==> src/rtl/rce_pkg.sv <==
// ---------------------------------------------------------------------------
// Range coder encoder package
// Beat types, job classification codes and coder constants.
// ---------------------------------------------------------------------------
package rce_pkg;

  localparam int unsigned FREQ_BITS   = 16;
  localparam int unsigned QUEUE_DEPTH = 2;
  localparam int unsigned QPTR_W      = $clog2(QUEUE_DEPTH);
  localparam int unsigned QCNT_W      = $clog2(QUEUE_DEPTH + 1);
  localparam int unsigned MAX_EMIT    = 8;
  localparam int unsigned EMIT_W      = $clog2(MAX_EMIT);

  localparam logic [FREQ_BITS:0] FREQ_MAX  = (FREQ_BITS + 1)'((1 << FREQ_BITS) - 1);
  localparam logic [31:0]        RANGE_TOP = 32'h0100_0000;
  localparam logic [31:0]        RANGE_RST = 32'hFFFF_FFFF;

  typedef enum logic [1:0] {
    KIND_ENCODE,
    KIND_FLUSH,
    KIND_ERROR
  } job_kind_e;

  typedef struct packed {
    logic        command;
    logic [15:0] cum_freq;
    logic [15:0] sym_freq;
    logic [15:0] total_freq;
  } enc_in_t;

  typedef struct packed {
    logic [7:0] out_byte;
    logic       byte_valid;
    logic       last;
    logic       error;
  } enc_out_t;

  typedef struct packed {
    job_kind_e   kind;
    logic [15:0] cum_freq;
    logic [15:0] sym_freq;
    logic [15:0] total_freq;
  } job_t;

endpackage

==> src/rtl/rce_front.sv <==
// ---------------------------------------------------------------------------
// Range coder encoder front end
// Accepts input beats, classifies them and holds them in a short job queue.
// ---------------------------------------------------------------------------
module rce_front (
  input  logic             clk_i,
  input  logic             rst_ni,
  input  logic             in_valid_i,
  output logic             in_stall_o,
  input  rce_pkg::enc_in_t in_data_i,
  output logic             job_valid_o,
  input  logic             job_pop_i,
  output rce_pkg::job_t    job_o
);
  import rce_pkg::*;

  job_t              queue_q [QUEUE_DEPTH];
  logic [QPTR_W-1:0] wr_ptr_q, wr_ptr_d;
  logic [QPTR_W-1:0] rd_ptr_q, rd_ptr_d;
  logic [QCNT_W-1:0] count_q, count_d;
  logic              push, pop, bad_freq;
  logic [16:0]       span;
  job_t              job_new;

  assign in_stall_o  = (count_q == QCNT_W'(QUEUE_DEPTH));
  assign job_valid_o = (count_q != '0);
  assign job_o       = queue_q[rd_ptr_q];

  assign push = in_valid_i && !in_stall_o;
  assign pop  = job_pop_i && job_valid_o;

  assign span     = {1'b0, in_data_i.cum_freq} + {1'b0, in_data_i.sym_freq};
  assign bad_freq = (in_data_i.total_freq == '0) || (in_data_i.sym_freq == '0) ||
                    ({1'b0, in_data_i.total_freq} > FREQ_MAX) ||
                    (span > {1'b0, in_data_i.total_freq});

  always_comb begin
    job_new.cum_freq   = in_data_i.cum_freq;
    job_new.sym_freq   = in_data_i.sym_freq;
    job_new.total_freq = in_data_i.total_freq;
    if (in_data_i.command) begin
      job_new.kind = KIND_FLUSH;
    end else if (bad_freq) begin
      job_new.kind = KIND_ERROR;
    end else begin
      job_new.kind = KIND_ENCODE;
    end
  end

  always_comb begin
    wr_ptr_d = wr_ptr_q;
    rd_ptr_d = rd_ptr_q;
    count_d  = count_q;
    if (push) begin
      wr_ptr_d = (wr_ptr_q == QPTR_W'(QUEUE_DEPTH - 1)) ? '0 : wr_ptr_q + 1'b1;
    end
    if (pop) begin
      rd_ptr_d = (rd_ptr_q == QPTR_W'(QUEUE_DEPTH - 1)) ? '0 : rd_ptr_q + 1'b1;
    end
    if (push && !pop) begin
      count_d = count_q + 1'b1;
    end else if (pop && !push) begin
      count_d = count_q - 1'b1;
    end
  end

  always_ff @(posedge clk_i or negedge rst_ni) begin
    if (!rst_ni) begin
      wr_ptr_q <= '0;
      rd_ptr_q <= '0;
      count_q  <= '0;
    end else begin
      wr_ptr_q <= wr_ptr_d;
      rd_ptr_q <= rd_ptr_d;
      count_q  <= count_d;
    end
  end

  always_ff @(posedge clk_i) begin
    if (push) begin
      queue_q[wr_ptr_q] <= job_new;
    end
  end

endmodule

==> src/rtl/rce_back.sv <==
// ---------------------------------------------------------------------------
// Range coder encoder back end
// Runs one job at a time: encode jobs divide bit-serially, multiply, add, then output
// ---------------------------------------------------------------------------
module rce_back (
  input  logic              clk_i,
  input  logic              rst_ni,
  input  logic              job_valid_i,
  output logic              job_pop_o,
  input  rce_pkg::job_t     job_i,
  output logic              out_valid_o,
  input  logic              out_stall_i,
  output rce_pkg::enc_out_t out_data_o
);
  import rce_pkg::*;

  localparam logic [2:0] ST_IDLE   = 3'd0;
  localparam logic [2:0] ST_DIV    = 3'd1;
  localparam logic [2:0] ST_MUL    = 3'd2;
  localparam logic [2:0] ST_ADD    = 3'd3;
  localparam logic [2:0] ST_RENORM = 3'd4;
  localparam logic [2:0] ST_FLUSH  = 3'd5;
  localparam logic [2:0] ST_ERROR  = 3'd6;

  logic [2:0]        state_q, state_d;
  logic [63:0]       low_q, low_d;
  logic [31:0]       range_q, range_d;
  logic [EMIT_W-1:0] n_q, n_d;
  logic [4:0]        bit_q, bit_d;
  logic              out_valid_q, out_valid_d;
  enc_out_t          out_data_q, out_data_d;

  job_t              job_q, job_d;
  logic [31:0]       dvd_q, dvd_d;
  logic [15:0]       rem_q, rem_d;
  logic [47:0]       pcum_q, pcum_d;
  logic [31:0]       prng_q, prng_d;

  logic [16:0]       rem_sh, rem_sub;
  logic              rem_ge;
  logic [63:0]       low_sum;
  logic [31:0]       rg_trim, rg_shift;
  logic              more, out_free, emit;
  enc_out_t          emit_data;

  assign out_free    = !out_valid_q || !out_stall_i;
  assign job_pop_o   = (state_q == ST_IDLE) && job_valid_i;
  assign out_valid_o = out_valid_q;
  assign out_data_o  = out_data_q;

  assign rem_sh  = {rem_q, dvd_q[31]};
  assign rem_sub = rem_sh - {1'b0, job_q.total_freq};
  assign rem_ge  = (rem_sh >= {1'b0, job_q.total_freq});

  assign low_sum  = low_q + {32'b0, range_q};
  assign rg_trim  = (low_sum[63:56] != low_q[63:56]) ? {8'b0, ~low_q[23:0]} : range_q;
  assign rg_shift = {rg_trim[23:0], 8'b0};
  assign more     = (rg_shift < RANGE_TOP) && (n_q != EMIT_W'(MAX_EMIT - 1));

  always_comb begin
    state_d   = state_q;
    low_d     = low_q;
    range_d   = range_q;
    n_d       = n_q;
    bit_d     = bit_q;
    job_d     = job_q;
    dvd_d     = dvd_q;
    rem_d     = rem_q;
    pcum_d    = pcum_q;
    prng_d    = prng_q;
    emit      = 1'b0;
    emit_data = '0;

    case (state_q)
      ST_IDLE: begin
        if (job_valid_i) begin
          job_d = job_i;
          n_d   = '0;
          bit_d = '0;
          dvd_d = range_q;
          rem_d = '0;
          case (job_i.kind)
            KIND_ENCODE: state_d = ST_DIV;
            KIND_FLUSH:  state_d = ST_FLUSH;
            default:     state_d = ST_ERROR;
          endcase
        end
      end
      ST_DIV: begin
        rem_d = rem_ge ? rem_sub[15:0] : rem_sh[15:0];
        dvd_d = {dvd_q[30:0], rem_ge};
        bit_d = bit_q + 1'b1;
        if (bit_q == 5'd31) begin
          state_d = ST_MUL;
        end
      end
      ST_MUL: begin
        pcum_d  = {32'b0, job_q.cum_freq} * {16'b0, dvd_q};
        prng_d  = 32'(dvd_q * {16'b0, job_q.sym_freq});
        state_d = ST_ADD;
      end
      ST_ADD: begin
        low_d   = low_q + {16'b0, pcum_q};
        range_d = prng_q;
        state_d = ST_RENORM;
      end
      ST_RENORM: begin
        if (out_free) begin
          emit = 1'b1;
          if (range_q >= RANGE_TOP) begin
            emit_data.last = 1'b1;
            state_d        = ST_IDLE;
          end else begin
            emit_data.out_byte   = low_q[63:56];
            emit_data.byte_valid = 1'b1;
            emit_data.last       = !more;
            low_d                = {low_q[55:0], 8'b0};
            range_d              = rg_shift;
            n_d                  = n_q + 1'b1;
            if (!more) begin
              state_d = ST_IDLE;
            end
          end
        end
      end
      ST_FLUSH: begin
        if (out_free) begin
          emit                 = 1'b1;
          emit_data.out_byte   = low_q[63:56];
          emit_data.byte_valid = 1'b1;
          n_d                  = n_q + 1'b1;
          low_d                = {low_q[55:0], 8'b0};
          if (n_q == EMIT_W'(MAX_EMIT - 1)) begin
            emit_data.last = 1'b1;
            low_d          = '0;
            range_d        = RANGE_RST;
            state_d        = ST_IDLE;
          end
        end
      end
      ST_ERROR: begin
        if (out_free) begin
          emit            = 1'b1;
          emit_data.last  = 1'b1;
          emit_data.error = 1'b1;
          state_d         = ST_IDLE;
        end
      end
      default: state_d = ST_IDLE;
    endcase

    out_valid_d = emit || (out_valid_q && out_stall_i);
    out_data_d  = emit ? emit_data : out_data_q;
  end

  always_ff @(posedge clk_i or negedge rst_ni) begin
    if (!rst_ni) begin
      state_q     <= ST_IDLE;
      low_q       <= '0;
      range_q     <= RANGE_RST;
      n_q         <= '0;
      bit_q       <= '0;
      out_valid_q <= 1'b0;
    end else begin
      state_q     <= state_d;
      low_q       <= low_d;
      range_q     <= range_d;
      n_q         <= n_d;
      bit_q       <= bit_d;
      out_valid_q <= out_valid_d;
    end
  end

  always_ff @(posedge clk_i) begin
    job_q      <= job_d;
    dvd_q      <= dvd_d;
    rem_q      <= rem_d;
    pcum_q     <= pcum_d;
    prng_q     <= prng_d;
    out_data_q <= out_data_d;
  end

endmodule

==> src/rtl/range_coder_encoder.sv <==
// ---------------------------------------------------------------------------
// Range coder encoder: an encode beat goes through the job queue and the DIV, MUL,
// ADD and RENORM states before its first result; flush and bad-frequency beats
// use the FLUSH or ERROR state. One symbol is coded at a time, two more may queue.
// Async low reset: queue empty, low cleared, range all ones, no output beat.
// ---------------------------------------------------------------------------
module range_coder_encoder (
  input  logic              clk_i,
  input  logic              rst_ni,
  input  logic              in_valid_i,
  output logic              in_stall_o,
  input  rce_pkg::enc_in_t  in_data_i,
  output logic              out_valid_o,
  input  logic              out_stall_i,
  output rce_pkg::enc_out_t out_data_o
);
  import rce_pkg::*;

  logic job_valid, job_pop;
  job_t job;

  rce_front u_front (
    .clk_i       (clk_i),
    .rst_ni      (rst_ni),
    .in_valid_i  (in_valid_i),
    .in_stall_o  (in_stall_o),
    .in_data_i   (in_data_i),
    .job_valid_o (job_valid),
    .job_pop_i   (job_pop),
    .job_o       (job)
  );

  rce_back u_back (
    .clk_i       (clk_i),
    .rst_ni      (rst_ni),
    .job_valid_i (job_valid),
    .job_pop_o   (job_pop),
    .job_i       (job),
    .out_valid_o (out_valid_o),
    .out_stall_i (out_stall_i),
    .out_data_o  (out_data_o)
  );

endmodule

==> config.mk <==
export PLATFORM = sky130hd
export DESIGN_NAME = range_coder_encoder
export DESIGN_NICKNAME = d
export VERILOG_FILES = /design/src/rtl/rce_pkg.sv /design/src/rtl/rce_front.sv /design/src/rtl/rce_back.sv /design/src/rtl/range_coder_encoder.sv
export SDC_FILE = /design/constraint.sdc
export NUM_CORES = 2
export LEC_CHECK = 0
export ABC_AREA = 1
export BUFFER_PORTS_ARGS = -buffer_cell sky130_fd_sc_hd__buf_2
export CAP_MARGIN = 20
export CORE_ASPECT_RATIO = 0.5
export CORE_MARGIN = 2
export CORE_UTILIZATION = 30
export CTS_BUF_LIST = sky130_fd_sc_hd__clkbuf_2
export CTS_CLUSTER_SIZE = 40
export DETAILED_ROUTE_END_ITERATION = 6
export HOLD_SLACK_MARGIN = 0.15
export PLACE_DENSITY = 0.55
export SLEW_MARGIN = 10
export SYNTH_ARGS = -nofsm -noshare
export SYNTH_HDL_FRONTEND = slang
export SYNTH_SLANG_ARGS = --single-unit
export TNS_END_PERCENT = 100
==> constraint.sdc <==
create_clock -name clk_i -period 18.7 [get_ports clk_i]
set_clock_uncertainty 0.15 [all_clocks]
set_input_delay 3.74 -clock clk_i [delete_from_list [all_inputs] [get_ports clk_i]]
set_output_delay 3.74 -clock clk_i [all_outputs]
set_load 0.005 [all_outputs]
==> impl_metrics.env <==
export IMPL_run_status="complete, no violations"
export IMPL_first_pass_iters=6
export IMPL_syn_inst=6226
export IMPL_grt_pass1_wl_mm=241.6
export IMPL_viasPerCell=4.717
export IMPL_grt_pass1_vias=40740
export IMPL_cap_violations=0
export IMPL_synth_ff_type="edfxtp_1"
export IMPL_stdcell_area_sq_mm=0.05421
export IMPL_wirelength_mm=153.9
export IMPL_worstSetupPathType="flip-flop to flip-flop"
export IMPL_ys_seq_area_frac=0.2269
export IMPL_netlist_top_cell_by_area="fa_1"
export IMPL_core_area_sq_mm=0.1671
export IMPL_slowest_delay_ns=1.04
export IMPL_slew_violations=0
export IMPL_worstSetupStartpointType="flip-flop"
export IMPL_grt_busiest_layer="met2"
export IMPL_syn_to_final_growth_pct=7.332
export IMPL_crit_top_cell="fa_1"
export IMPL_grtUsageMet2=0.2800
export IMPL_netlist_area_sq_mm=0.05051
export IMPL_timing_fmax_mhz=137.7
export IMPL_start_util=0.3023
export IMPL_clk_latency_ns=1.54
export IMPL_avgSynthCellArea_sq_um=8.113
export IMPL_maxSlewHeadroom=0.3278
export IMPL_vias=40130
export IMPL_crit_chain="buf_4 > nand2_1 > fa_1 > inv_1 > fa_1 > fa_1 > fa_1 > fa_1 > inv_1 > fa_1 > inv_1 > ha_1 > nand2_1 > nor2_1 > inv_1 > nor4_1 > a21oi_1 > o21ai_0 > nand2_1 > nand2_1 > xor2_1"
export IMPL_gp_congestion=0.9143
export IMPL_io_buffers=65
export IMPL_fin_nets=7310
export IMPL_dp_cells=8329
export IMPL_synth_area_top_cells="fa_1 29%, edfxtp_1 17%, nand2_1 12%, inv_1 11%, ha_1 7.9%"
export IMPL_nFillCells=17900
export IMPL_boundaryPins=66
export IMPL_r2r_start="u_back.dvd_q[10]"
export IMPL_slowest_stage="edfxtp_1"
export IMPL_post_synth_num_cell_types=58
export IMPL_clock_root_buffer="clkbuf_2"
export IMPL_drive_gt1_frac=0.05967
export IMPL_grt_setup_unrepaired="false"
export IMPL_worst_pin_slew_ns=1.008
export IMPL_post_cts_resized=0
export IMPL_synth_top_area_frac=0.2873
export IMPL_fin_crit_sh=0.3883
export IMPL_synth_nets=7321
export IMPL_die_y_um=294.1
export IMPL_cts_made_buffers=97
export IMPL_async_reset_ff_frac=0.2807
export IMPL_setup_viol=0
export IMPL_final_util=0.3244
export IMPL_crit_start="u_back.dvd_q[10]"
export IMPL_holdBufCountCts=0
export IMPL_path_clk_slew_ns=0.13
export IMPL_grt_usage=0.1819
export IMPL_hold_path_class="flip-flop to flip-flop"
export IMPL_clock_path_buffers=3
export IMPL_critPathRequiredTime_ns=19.74
export IMPL_dieWidth_um=584.3
export IMPL_cp_max_fo=18
export IMPL_synth_seq_cells=399
export IMPL_r2r_end="u_back.pcum_q[29]"
export IMPL_met3_usage=0.03077
export IMPL_r2r_slack_ns=11.44
export IMPL_grt_overflow_total=0
export IMPL_critPathArrivalTime_ns=8.30
export IMPL_h_tree_depth=3
export IMPL_synth_edf_count=287
export IMPL_antenna_found_initial=20
export IMPL_r2r_cells=21
export IMPL_first_iter_violations=3040
export IMPL_yosys_warnings=0
export IMPL_post_dp_cell_area_sq_mm=0.05328
export IMPL_hpwl_mm=114.2
export IMPL_tritoncts="built"
export IMPL_synth_most_common_cell="nand2_1"
export IMPL_drc_errors=0
export IMPL_ant_nets=0
export IMPL_num_rows=106
export IMPL_fin_cells=8508
export IMPL_synthTopCellsByCount="1635 x nand2_1, 1474 x inv_1, 725 x fa_1, 351 x a21oi_1, 317 x ha_1"
export IMPL_use_met1=0.2644
export IMPL_cp_end_kind="flip-flop"
export IMPL_wire_per_inst_um=18.08
export IMPL_grt_max_degree=57
export IMPL_post_cts_buffers=0
export IMPL_cts_sinks=399
export IMPL_finalCriticalPeriod_ns=7.260
export IMPL_crit_end="u_back.pcum_q[29]"
export IMPL_tns_ns=0
export IMPL_die_area_sq_mm=0.1719
export IMPL_hold_viol_final=0
final cells by class:
class / instances / area (sq um) / share of cell area
Antenna cell: 9 / 22.52 / 0.0004154
Clock buffer: 137 / 685.7 / 0.01265
Sequential cell: 399 / 11460 / 0.2114
Inverter: 1491 / 5597 / 0.1032
Clock inverter: 32 / 215.2 / 0.003970
Multi-Input combinational cell: 4077 / 32500 / 0.5994
Timing Repair Buffer: 149 / 964.7 / 0.01779
Tap cell: 2214 / 2770 / 0.05110
logic make-up after synthesis:
group	share of synthesized area
AO/OA/AOI/OAI	0.07964
XOR/XNOR	0.02965
adder cells (fa/ha/maj)	0.3659
buffers and inverters	0.1309
flip-flops	0.2269
AND/OR/NAND/NOR	0.1671
cell usage in the layout (no fill, tap or decap), types with 22 or more instances in the layout:
cell      netlist  layout
a21oi_1       351     350
a31oi_1        40      40
buf_2           8      64
buf_4           4      84
clkbuf_2        0     137
clkinv_1        1      24
dfrtp_1        80      79
dfstp_2        32      32
edfxtp_1      287     287
fa_1          725     725
ha_1          317     317
inv_1        1474    1473
nand2_1      1635    1633
nand3_1       108     108
nor2_1        284     282
nor3_1         35      32
nor4_1         22      22
o21ai_0       208     207
o21ai_1        23      23
xnor2_1        62      62
xor2_1        109     109
through the flow:
step           hold WS (ns)  worst slack, ns
2_1_floorplan        0.2997            11.84
3_3_place_gp         0.3171            11.27
3_5_place_dp         0.3243            11.33
4_1_cts              0.3125            11.50
5_1_grt              0.3431            11.11
6_report             0.3017            11.44
how the worst min path moves through the flow:
stage / start / end / cells after the start
after floorplan: u_back.n_q[0] / u_back.n_q[0] / 1
after global placement: u_back.n_q[0] / u_back.n_q[0] / 1
after detailed placement: u_back.n_q[0] / u_back.n_q[0] / 1
after CTS: u_back.prng_q[2] / u_back.range_q[2] / 2
after global routing: u_front.queue_q[1][14] / u_back.job_q[14] / 2
final: u_front.queue_q[0][3] / u_back.job_q[3] / 2
state kept, by name, summed over array words and instances, names as in the netlist:
register            flops
u_front.queue_q       100
u_back.low_q           64
u_back.job_q           48
u_back.pcum_q          48
u_back.dvd_q           32
u_back.prng_q          32
u_back.range_q         32
u_back.rem_q           16
u_back.out_data_o      11
u_back.bit_q            5
u_back.n_q              3
u_back.state_q          3
u_front.count_q         2
u_back.out_valid_o      1
u_front.rd_ptr_q        1
u_front.wr_ptr_q        1
routing by layer:
layer  share of wire  routed length, um
met2            0.43              66410
met5         0.00081                124
met4           0.022               3381
met3           0.068              10530
met1            0.48              73410
critical path, delay by kind of cell (launching register included):
family                   cells  cell delay, ns
buffers and inverters        5            0.68
XOR/XNOR                     1            0.06
adder cells (fa/ha/maj)      7            3.56
AND/OR/NAND/NOR              6            1.00
AO/OA/AOI/OAI                2            0.47
flip-flops                   1            1.04
Power is not shown: default switching activity piles up to over one toggle a cycle in this logic, so the estimate is an artifact.
